$ cat src/hw/rtl/psf_pkg.sv
// ----------------------------------------------------------------------------
// psf_pkg
// Shared types and constants for the perfect square stream filter.
// ----------------------------------------------------------------------------
`default_nettype none

package psf_pkg;

    localparam int unsigned DATA_W = 32;
    localparam int unsigned SQV_W  = 31;
    localparam int unsigned CNT_W  = 16;
    localparam int unsigned CAP_W  = 16;

    localparam int unsigned ROOT_W = DATA_W / 2;
    localparam int unsigned REM_W  = ROOT_W + 1;
    localparam int unsigned ITER   = DATA_W / 2;
    localparam int unsigned ITER_W = $clog2(ITER);

    localparam logic [CAP_W-1:0] CAP_RESET = 16'hFFFF;

    localparam longint unsigned MAX_COUNT = 64'd65535;
    localparam logic [CNT_W-1:0] COUNT_LIMIT =
        (MAX_COUNT > 64'h0000_0000_0000_FFFF) ? {CNT_W{1'b1}} : CNT_W'(MAX_COUNT);

    localparam logic KIND_SQUARE  = 1'b0;
    localparam logic KIND_SUMMARY = 1'b1;

    typedef struct packed {
        logic load;
        logic step;
        logic update;
        logic clear;
        logic kind;
    } psf_cmd_t;

    typedef struct packed {
        logic last;
        logic square;
        logic below_cap;
    } psf_stat_t;

endpackage

`default_nettype wire

$ cat src/hw/rtl/psf_in_if.sv
// ----------------------------------------------------------------------------
// psf_in_if
// Input channel: one signed sample and its end-of-sequence marker per request.
// ----------------------------------------------------------------------------
`default_nettype none

interface psf_in_if;

    logic                                valid;
    logic                                ready;
    logic signed [psf_pkg::DATA_W-1:0]   value;
    logic                                last_in;

    modport source (output valid, output value, output last_in, input ready);
    modport sink   (input valid, input value, input last_in, output ready);

endinterface

`default_nettype wire

$ cat src/hw/rtl/psf_out_if.sv
// ----------------------------------------------------------------------------
// psf_out_if
// Output channel: passed squares and end-of-sequence summaries.
// ----------------------------------------------------------------------------
`default_nettype none

interface psf_out_if;

    logic                         valid;
    logic                         ready;
    logic                         kind;
    logic [psf_pkg::SQV_W-1:0]    square_value;
    logic [psf_pkg::CNT_W-1:0]    square_count;
    logic                         status;
    logic                         last_out;

    modport source (output valid, output kind, output square_value, output square_count,
                    output status, output last_out, input ready);
    modport sink   (input valid, input kind, input square_value, input square_count,
                    input status, input last_out, output ready);

endinterface

`default_nettype wire

$ cat src/hw/rtl/psf_ctrl.sv
// ----------------------------------------------------------------------------
// psf_ctrl
// Sequencer: takes a request, runs the root iterations, then emits the square
// and/or summary result, if any.
// ----------------------------------------------------------------------------
`default_nettype none

module psf_ctrl (
    input  wire logic                clk,
    input  wire logic                rst_n,
    input  wire logic                in_valid,
    output logic                     in_ready,
    output logic                     out_valid,
    input  wire logic                out_ready,
    input  wire psf_pkg::psf_stat_t  stat,
    output psf_pkg::psf_cmd_t        cmd
);

    typedef enum logic [2:0] {
        ST_IDLE,
        ST_CALC,
        ST_DECIDE,
        ST_SEND_SQ,
        ST_SEND_SUM
    } state_t;

    state_t                       state_reg;
    state_t                       state_next;
    logic [psf_pkg::ITER_W-1:0]   cnt_reg;
    logic [psf_pkg::ITER_W-1:0]   cnt_next;

    assign in_ready  = (state_reg == ST_IDLE);
    assign out_valid = (state_reg == ST_SEND_SQ) || (state_reg == ST_SEND_SUM);

    assign cmd.load   = in_valid && in_ready;
    assign cmd.step   = (state_reg == ST_CALC);
    assign cmd.update = (state_reg == ST_DECIDE);
    assign cmd.clear  = (state_reg == ST_SEND_SUM) && out_ready;
    assign cmd.kind   = (state_reg == ST_SEND_SUM) ? psf_pkg::KIND_SUMMARY
                                                   : psf_pkg::KIND_SQUARE;

    always_comb
    begin
        state_next = state_reg;
        cnt_next   = cnt_reg;
        case (state_reg)
            ST_IDLE:
            begin
                if (in_valid)
                begin
                    state_next = ST_CALC;
                    cnt_next   = psf_pkg::ITER_W'(psf_pkg::ITER - 1);
                end
            end
            ST_CALC:
            begin
                if (cnt_reg == '0)
                    state_next = ST_DECIDE;
                else
                    cnt_next = cnt_reg - 1'b1;
            end
            ST_DECIDE:
            begin
                if (stat.square && stat.below_cap)
                    state_next = ST_SEND_SQ;
                else if (stat.last)
                    state_next = ST_SEND_SUM;
                else
                    state_next = ST_IDLE;
            end
            ST_SEND_SQ:
            begin
                if (out_ready)
                    state_next = stat.last ? ST_SEND_SUM : ST_IDLE;
            end
            ST_SEND_SUM:
            begin
                if (out_ready)
                    state_next = ST_IDLE;
            end
            default:
            begin
                state_next = ST_IDLE;
            end
        endcase
    end

    always_ff @(posedge clk or negedge rst_n)
    begin
        if (!rst_n)
        begin
            state_reg <= ST_IDLE;
            cnt_reg   <= '0;
        end
        else
        begin
            state_reg <= state_next;
            cnt_reg   <= cnt_next;
        end
    end

endmodule

`default_nettype wire

$ cat src/hw/rtl/psf_datapath.sv
// ----------------------------------------------------------------------------
// psf_datapath
// Sample hold, two-bit-per-step integer square root, square counter and
// capacity register.
// ----------------------------------------------------------------------------
`default_nettype none

module psf_datapath #(
    parameter longint unsigned MAX_COUNT = psf_pkg::MAX_COUNT
) (
    input  wire logic                           clk,
    input  wire logic                           rst_n,
    input  wire logic                           cfg_we,
    input  wire logic [psf_pkg::CAP_W-1:0]      cfg_wdata,
    input  wire logic [psf_pkg::DATA_W-1:0]     in_value,
    input  wire logic                           in_last,
    input  wire psf_pkg::psf_cmd_t              cmd,
    output psf_pkg::psf_stat_t                  stat,
    output logic [psf_pkg::SQV_W-1:0]           square_value,
    output logic [psf_pkg::CNT_W-1:0]           square_count,
    output logic                                status
);

    localparam logic [psf_pkg::CNT_W-1:0] COUNT_LIMIT =
        (MAX_COUNT > 64'h0000_0000_0000_FFFF) ? {psf_pkg::CNT_W{1'b1}}
                                               : psf_pkg::CNT_W'(MAX_COUNT);

    logic [psf_pkg::CAP_W-1:0]    capacity_reg;
    logic [psf_pkg::CNT_W-1:0]    found_reg;
    logic [psf_pkg::CNT_W-1:0]    found_next;

    logic [psf_pkg::DATA_W-1:0]   value_reg;
    logic                         last_reg;
    logic [psf_pkg::DATA_W-1:0]   rad_reg;
    logic [psf_pkg::REM_W-1:0]    rem_reg;
    logic [psf_pkg::ROOT_W-1:0]   root_reg;

    logic [psf_pkg::REM_W+1:0]    rem_sh;
    logic [psf_pkg::REM_W+1:0]    trial;
    logic [psf_pkg::REM_W+1:0]    diff;
    logic                         ge;

    assign rem_sh = {rem_reg, rad_reg[psf_pkg::DATA_W-1 -: 2]};
    assign trial  = {1'b0, root_reg, 2'b01};
    assign diff   = rem_sh - trial;
    assign ge     = (rem_sh >= trial);

    assign stat.last      = last_reg;
    assign stat.square    = (value_reg != '0) && !value_reg[psf_pkg::DATA_W-1]
                            && (rem_reg == '0);
    assign stat.below_cap = (found_reg < capacity_reg);

    always_comb
    begin
        found_next = found_reg;
        if (cmd.clear)
            found_next = '0;
        else if (cmd.update && stat.square && (found_reg < COUNT_LIMIT))
            found_next = found_reg + 1'b1;
    end

    always_ff @(posedge clk or negedge rst_n)
    begin
        if (!rst_n)
        begin
            capacity_reg <= psf_pkg::CAP_RESET;
            found_reg    <= '0;
        end
        else
        begin
            if (cfg_we)
                capacity_reg <= cfg_wdata;
            found_reg <= found_next;
        end
    end

    always_ff @(posedge clk)
    begin
        if (cmd.load)
        begin
            value_reg <= in_value;
            last_reg  <= in_last;
            rad_reg   <= in_value;
            rem_reg   <= '0;
            root_reg  <= '0;
        end
        else if (cmd.step)
        begin
            rad_reg  <= {rad_reg[psf_pkg::DATA_W-3:0], 2'b00};
            rem_reg  <= ge ? diff[psf_pkg::REM_W-1:0] : rem_sh[psf_pkg::REM_W-1:0];
            root_reg <= {root_reg[psf_pkg::ROOT_W-2:0], ge};
        end
    end

    assign square_value = (cmd.kind == psf_pkg::KIND_SUMMARY) ? '0
                                                              : value_reg[psf_pkg::SQV_W-1:0];
    assign square_count = (cmd.kind == psf_pkg::KIND_SUMMARY) ? found_reg : '0;
    assign status       = (cmd.kind == psf_pkg::KIND_SUMMARY) && (found_reg > capacity_reg);

endmodule

`default_nettype wire

$ cat src/hw/rtl/perfect_square_filter_top.sv
// ----------------------------------------------------------------------------
// perfect_square_filter_top
// Passes strictly positive perfect squares from a stream, up to a capacity,
// and closes each sequence with a count summary.
//
// in_ch  : one request per sample (value, last_in), valid/ready handshake.
// out_ch : square results (kind 0) and summaries (kind 1, last_out 1).
// cfg    : cfg_we/cfg_wdata write the capacity register; write only when idle.
//
// A sample is taken only when the block is idle. The root unit resolves two
// bits per cycle through the whole sample, then a decision state picks the
// result. A sample with no result lets the next one in after the decision;
// each result adds a send state plus any stall. Results sit registered on
// out_ch until taken; while out_ch is stalled no new sample is accepted.
// A last sample that is a passed square gives the square result first, then
// the summary; the count then clears.
// Reset clears the count, sets capacity to 65535 and drops pending work.
// ----------------------------------------------------------------------------
`default_nettype none

module perfect_square_filter_top #(
    parameter longint unsigned MAX_COUNT = psf_pkg::MAX_COUNT
) (
    input  wire logic                        clk,
    input  wire logic                        rst_n,
    input  wire logic                        cfg_we,
    input  wire logic [psf_pkg::CAP_W-1:0]   cfg_wdata,
    psf_in_if.sink                           in_ch,
    psf_out_if.source                        out_ch
);

    psf_pkg::psf_cmd_t   cmd;
    psf_pkg::psf_stat_t  stat;

    psf_ctrl u_ctrl (
        .clk       (clk),
        .rst_n     (rst_n),
        .in_valid  (in_ch.valid),
        .in_ready  (in_ch.ready),
        .out_valid (out_ch.valid),
        .out_ready (out_ch.ready),
        .stat      (stat),
        .cmd       (cmd)
    );

    psf_datapath #(
        .MAX_COUNT (MAX_COUNT)
    ) u_datapath (
        .clk          (clk),
        .rst_n        (rst_n),
        .cfg_we       (cfg_we),
        .cfg_wdata    (cfg_wdata),
        .in_value     (in_ch.value),
        .in_last      (in_ch.last_in),
        .cmd          (cmd),
        .stat         (stat),
        .square_value (out_ch.square_value),
        .square_count (out_ch.square_count),
        .status       (out_ch.status)
    );

    assign out_ch.kind     = cmd.kind;
    assign out_ch.last_out = (cmd.kind == psf_pkg::KIND_SUMMARY);

endmodule

`default_nettype wire
$ cat src/flat_wrapper.sv
// flat-port wrapper written by rule: the top's interface ports become plain ports
module perfect_square_filter_top_flat 
#(
    parameter longint unsigned MAX_COUNT = psf_pkg::MAX_COUNT
)
  (clk, rst_n, cfg_we, cfg_wdata, in_ch_valid, in_ch_value, in_ch_last_in, in_ch_ready, out_ch_valid, out_ch_kind, out_ch_square_value, out_ch_square_count, out_ch_status, out_ch_last_out, out_ch_ready);
  psf_in_if in_ch_i ();
  psf_out_if out_ch_i ();
  input  wire logic clk;
  input  wire logic rst_n;
  input  wire logic cfg_we;
  input  wire logic [psf_pkg::CAP_W-1:0] cfg_wdata;
  input wire logic [$bits(in_ch_i.valid)-1:0] in_ch_valid;
  input wire logic [$bits(in_ch_i.value)-1:0] in_ch_value;
  input wire logic [$bits(in_ch_i.last_in)-1:0] in_ch_last_in;
  output wire logic [$bits(in_ch_i.ready)-1:0] in_ch_ready;
  output wire logic [$bits(out_ch_i.valid)-1:0] out_ch_valid;
  output wire logic [$bits(out_ch_i.kind)-1:0] out_ch_kind;
  output wire logic [$bits(out_ch_i.square_value)-1:0] out_ch_square_value;
  output wire logic [$bits(out_ch_i.square_count)-1:0] out_ch_square_count;
  output wire logic [$bits(out_ch_i.status)-1:0] out_ch_status;
  output wire logic [$bits(out_ch_i.last_out)-1:0] out_ch_last_out;
  input wire logic [$bits(out_ch_i.ready)-1:0] out_ch_ready;
  assign in_ch_i.valid = in_ch_valid;
  assign in_ch_i.value = in_ch_value;
  assign in_ch_i.last_in = in_ch_last_in;
  assign in_ch_ready = in_ch_i.ready;
  assign out_ch_valid = out_ch_i.valid;
  assign out_ch_kind = out_ch_i.kind;
  assign out_ch_square_value = out_ch_i.square_value;
  assign out_ch_square_count = out_ch_i.square_count;
  assign out_ch_status = out_ch_i.status;
  assign out_ch_last_out = out_ch_i.last_out;
  assign out_ch_i.ready = out_ch_ready;
  perfect_square_filter_top #(.MAX_COUNT(MAX_COUNT)) u_core (.clk(clk), .rst_n(rst_n), .cfg_we(cfg_we), .cfg_wdata(cfg_wdata), .in_ch(in_ch_i), .out_ch(out_ch_i));
endmodule
$ cat config.mk
export PLATFORM = sky130hd
export DESIGN_NAME = perfect_square_filter_top_flat
export DESIGN_NICKNAME = d
export VERILOG_FILES = /design/src/hw/rtl/psf_pkg.sv /design/src/hw/rtl/psf_in_if.sv /design/src/hw/rtl/psf_out_if.sv /design/src/hw/rtl/psf_ctrl.sv /design/src/hw/rtl/psf_datapath.sv /design/src/hw/rtl/perfect_square_filter_top.sv /design/src/flat_wrapper.sv
export SDC_FILE = /design/constraint.sdc
export NUM_CORES = 1
export LEC_CHECK = 0
export ABC_AREA = 0
export BUFFER_PORTS_ARGS = -buffer_cell sky130_fd_sc_hd__buf_2
export CAP_MARGIN = 10
export CORE_UTILIZATION = 40
export CTS_BUF_LIST = sky130_fd_sc_hd__clkbuf_8
export DETAILED_ROUTE_END_ITERATION = 10
export PLACE_DENSITY = 0.69
export RECOVER_POWER = 100
export SLEW_MARGIN = 5
export SYNTH_ARGS = -nofsm -noshare
export SYNTH_HDL_FRONTEND = slang
export SYNTH_SLANG_ARGS = --single-unit
export TNS_END_PERCENT = 50
$ cat constraint.sdc
create_clock -name clk -period 3.6 [get_ports clk]
set_clock_uncertainty 0.2 [all_clocks]
set_input_delay 0.36 -clock clk [delete_from_list [all_inputs] [get_ports clk]]
set_output_delay 0.36 -clock clk [all_outputs]
set_load 0.005 [all_outputs]
==> run_results.csv <==
group,metric,value,unit
status,status,"finished, violations left",
status,violations,"max-capacitance violations, max-slew violations",
cts,htreeDepth,4,
run,cap_violations,1,
setup_path,start_kind,"flip-flop",
finish,nFillCells,1615,
floorplanning,die_w,135.6,um
drt,drtIter0Drc,335,
synth,yosysTopAreaCell,"edfxtp_1",
floorplanning,fp-row-count,48,
synth,synthArstFlopShare,28.47,%
grt,grt_max_degree,82,
finish,stdcell_count,1137,
timing,clock.fmax,328.7,MHz
cts,clkTransAtPathRegs,0.09,ns
floorplanning,dieArea,0.01839,mm2
power,leakagePower,3.677,nW
drt,post-route-drc-count,0,
finish,final_common_cell,"nand2_1",
setup_path,cp_max_fo,4,
power,power_density,837.9,mW/mm2
timing,setup_slack,0.5580,ns
synth,yosysWarningCount,0,
timing,setup_violations,0,
setup_path,endpoint_kind,"output pin",
timing,max_slew_margin,-41.38,%
timing,finalCritPeriodShare,84.50,%
cts,cts_setup_buffers,0,
placement,gp_congestion,0.8346,
cts,holdBufCountCts,50,
cts,cts_made_buffers,17,
drt,wl_per_cell,14.62,um
cts,cts.sinks,137,
synth,synth_top_cell_area_share,27.33,%
grt,grt_overflow_total,0,
grt,antenna_found_initial,0,
synth,yosysSeqAreaShare,50.53,%
grt,grt_first_pass_wirelength,27280,um
floorplanning,ios,106,
drt,viasPerCell,5.007,
timing,tns,0,ns
timing,worst_pin_slew,2.121,ns
finish,mostFrequentLayoutCells,"nand2_1, edfxtp_1, clkbuf_1",
timing,maxSlewViolCount,40,
floorplanning,die_h,135.6,um
grt,grt_pass1_vias,5563,
cts,cts_resized,0,
placement,dpl.hpwl,11180,um
timing,grt_setup_unrepaired,"false",
cts,insertion_delay,0.46,ns
timing,hold_violations,0,
cts,root_buffer,"clkbuf_8",
finish,drive_gt1_share,12.50,%
synth,synth-seq-cells,137,
setup_path,required,3.04,ns
synth,syn_area_per_cell,9.561,um2
synth,yosysUniqueCellTypes,57,
hold_path,holdPathStages,3,
drt,num_vias,5693,
grt,grt_use_total,19.14,%
placement,dp_cells,1055,
drt,dr.pass1.iters,5,
hold_path,hold_path.class,"primary input to flip-flop",
cts,cts_tree,"done",
floorplanning,fp.coreArea,0.01736,mm2
floorplanning,initial_utilization,41.15,%
placement,port_buffers,105,
finish,areaGrowthSynthToFinish,21.39,%
drt,wl,16620,um
setup_path,crit_type,"flip-flop to output pin",
setup_path,rr_worst_depth,8,
finish,n_antenna_cell,0,
synth,synthesis.area,0.007142,mm2
synth,syn-num-nets,837,
synth,synth.top_cells.by_area,"edfxtp_1, dfxtp_1, nand2_1",
drt,ant_nets,0,
setup_path,arrival,2.48,ns
synth,synth-edff-count,65,
synth,synth-main-ff-cell,"edfxtp_1",
synth,netlist_instances,747,
timing,fin_crit,3.042,ns
finish,fin_nets,989,
cts,clk_path_buf_depth,2,
power,ir_drop,0.4445,mV
placement,dp_slack,0.7825,ns
## logic make-up after synthesis
kind of cell               Yosys count  synth area share (%)
DFF                                137                 50.53
and+or+nand+nor                    329                 22.09
muxes                               16                 2.260
buffers and inverters               77                 4.678
xor gates and xnor gates            28                 3.434
AOI/OAI and AO/OA                  124                 10.70
adders and majority gates           36                 6.307
## synthesized netlist by cell type, drive strengths merged, types with 16 or more instances
| library cell | count |
|---|---|
| nor2b | 35 |
| a21oi | 43 |
| dfrtp | 23 |
| clkbuf | 19 |
| nand2 | 170 |
| inv | 46 |
| dfxtp | 33 |
| ha | 36 |
| and2 | 19 |
| dfstp | 16 |
| nor2 | 33 |
| o21ai | 46 |
| edfxtp | 65 |
## worst max-delay path, stage by stage (launching register included)
cell and delay, ns:
dfstp_2 0.53, inv_1 0.05, ha_1 0.31, nand4_1 0.19
a2111o_1 0.40, o211ai_1 0.20, and3_1 0.23, clkbuf_1 0.12
## area by class of cell
class | count | area [um2] | area share (%)
Sequential cell | 137 | 3608 | 41.62
Multi-Input combinational cell | 533 | 3201 | 36.92
Timing Repair Buffer | 164 | 1010 | 11.65
Clock buffer | 17 | 234.0 | 2.699
Inverter | 46 | 172.7 | 1.992
Clock inverter | 15 | 162.7 | 1.876
Tap cell | 225 | 281.5 | 3.247
## per-layer routing
metal  track usage, %  up-vias  share of wire [%]  routed length, um
li1                 -     2878                  -                  -
met1            24.86     2685                 46               7715
met5                0        -                  0                  0
met4            6.554        0                1.2                196
met2            31.46      113                 49               8064
met3            4.078       17                3.9                645
## power by group
group          total (mW)  switching [mW]  internal [mW]
Clock                1.29           0.666          0.626
Combinational        3.25            1.93           1.32
Sequential           2.72           0.393           2.33
Total                7.26            2.99           4.28
## metrics by stage
stage          total power [mW]  utilization, %  hold slack, ns  area, um2
2_1_floorplan             5.169               -         -0.1356       7142
3_3_place_gp              5.971           45.29          0.2447       7861
3_5_place_dp              6.042           45.29          0.2628       7861
4_1_cts                   7.393           50.46         0.02054       8758
5_1_grt                   7.839           49.95         0.06536       8670
6_report                  7.265           49.95         0.04344       8670
## path summary, 6_finish.rpt
path / from / endpoint / slack, ns
min in group asynchronous: rst_n / u_core.u_datapath.found_reg[2] / 0.87
max in group asynchronous: rst_n / u_core.u_datapath.found_reg[12] / 1.12
worst max-delay path: u_core.u_datapath.capacity_reg[11] / out_ch_status / 0.56
worst max register to register: u_core.u_ctrl.state_reg[0] / u_core.u_datapath.rad_reg[31] / 0.61
worst min register to register: u_core.u_datapath.root_reg[15] / u_core.u_datapath.root_reg[15] / 0.27
worst min-delay path: out_ch_ready / u_core.u_ctrl.state_reg[2] / 0.04
Note: power is estimated with default switching activity, not from simulation.
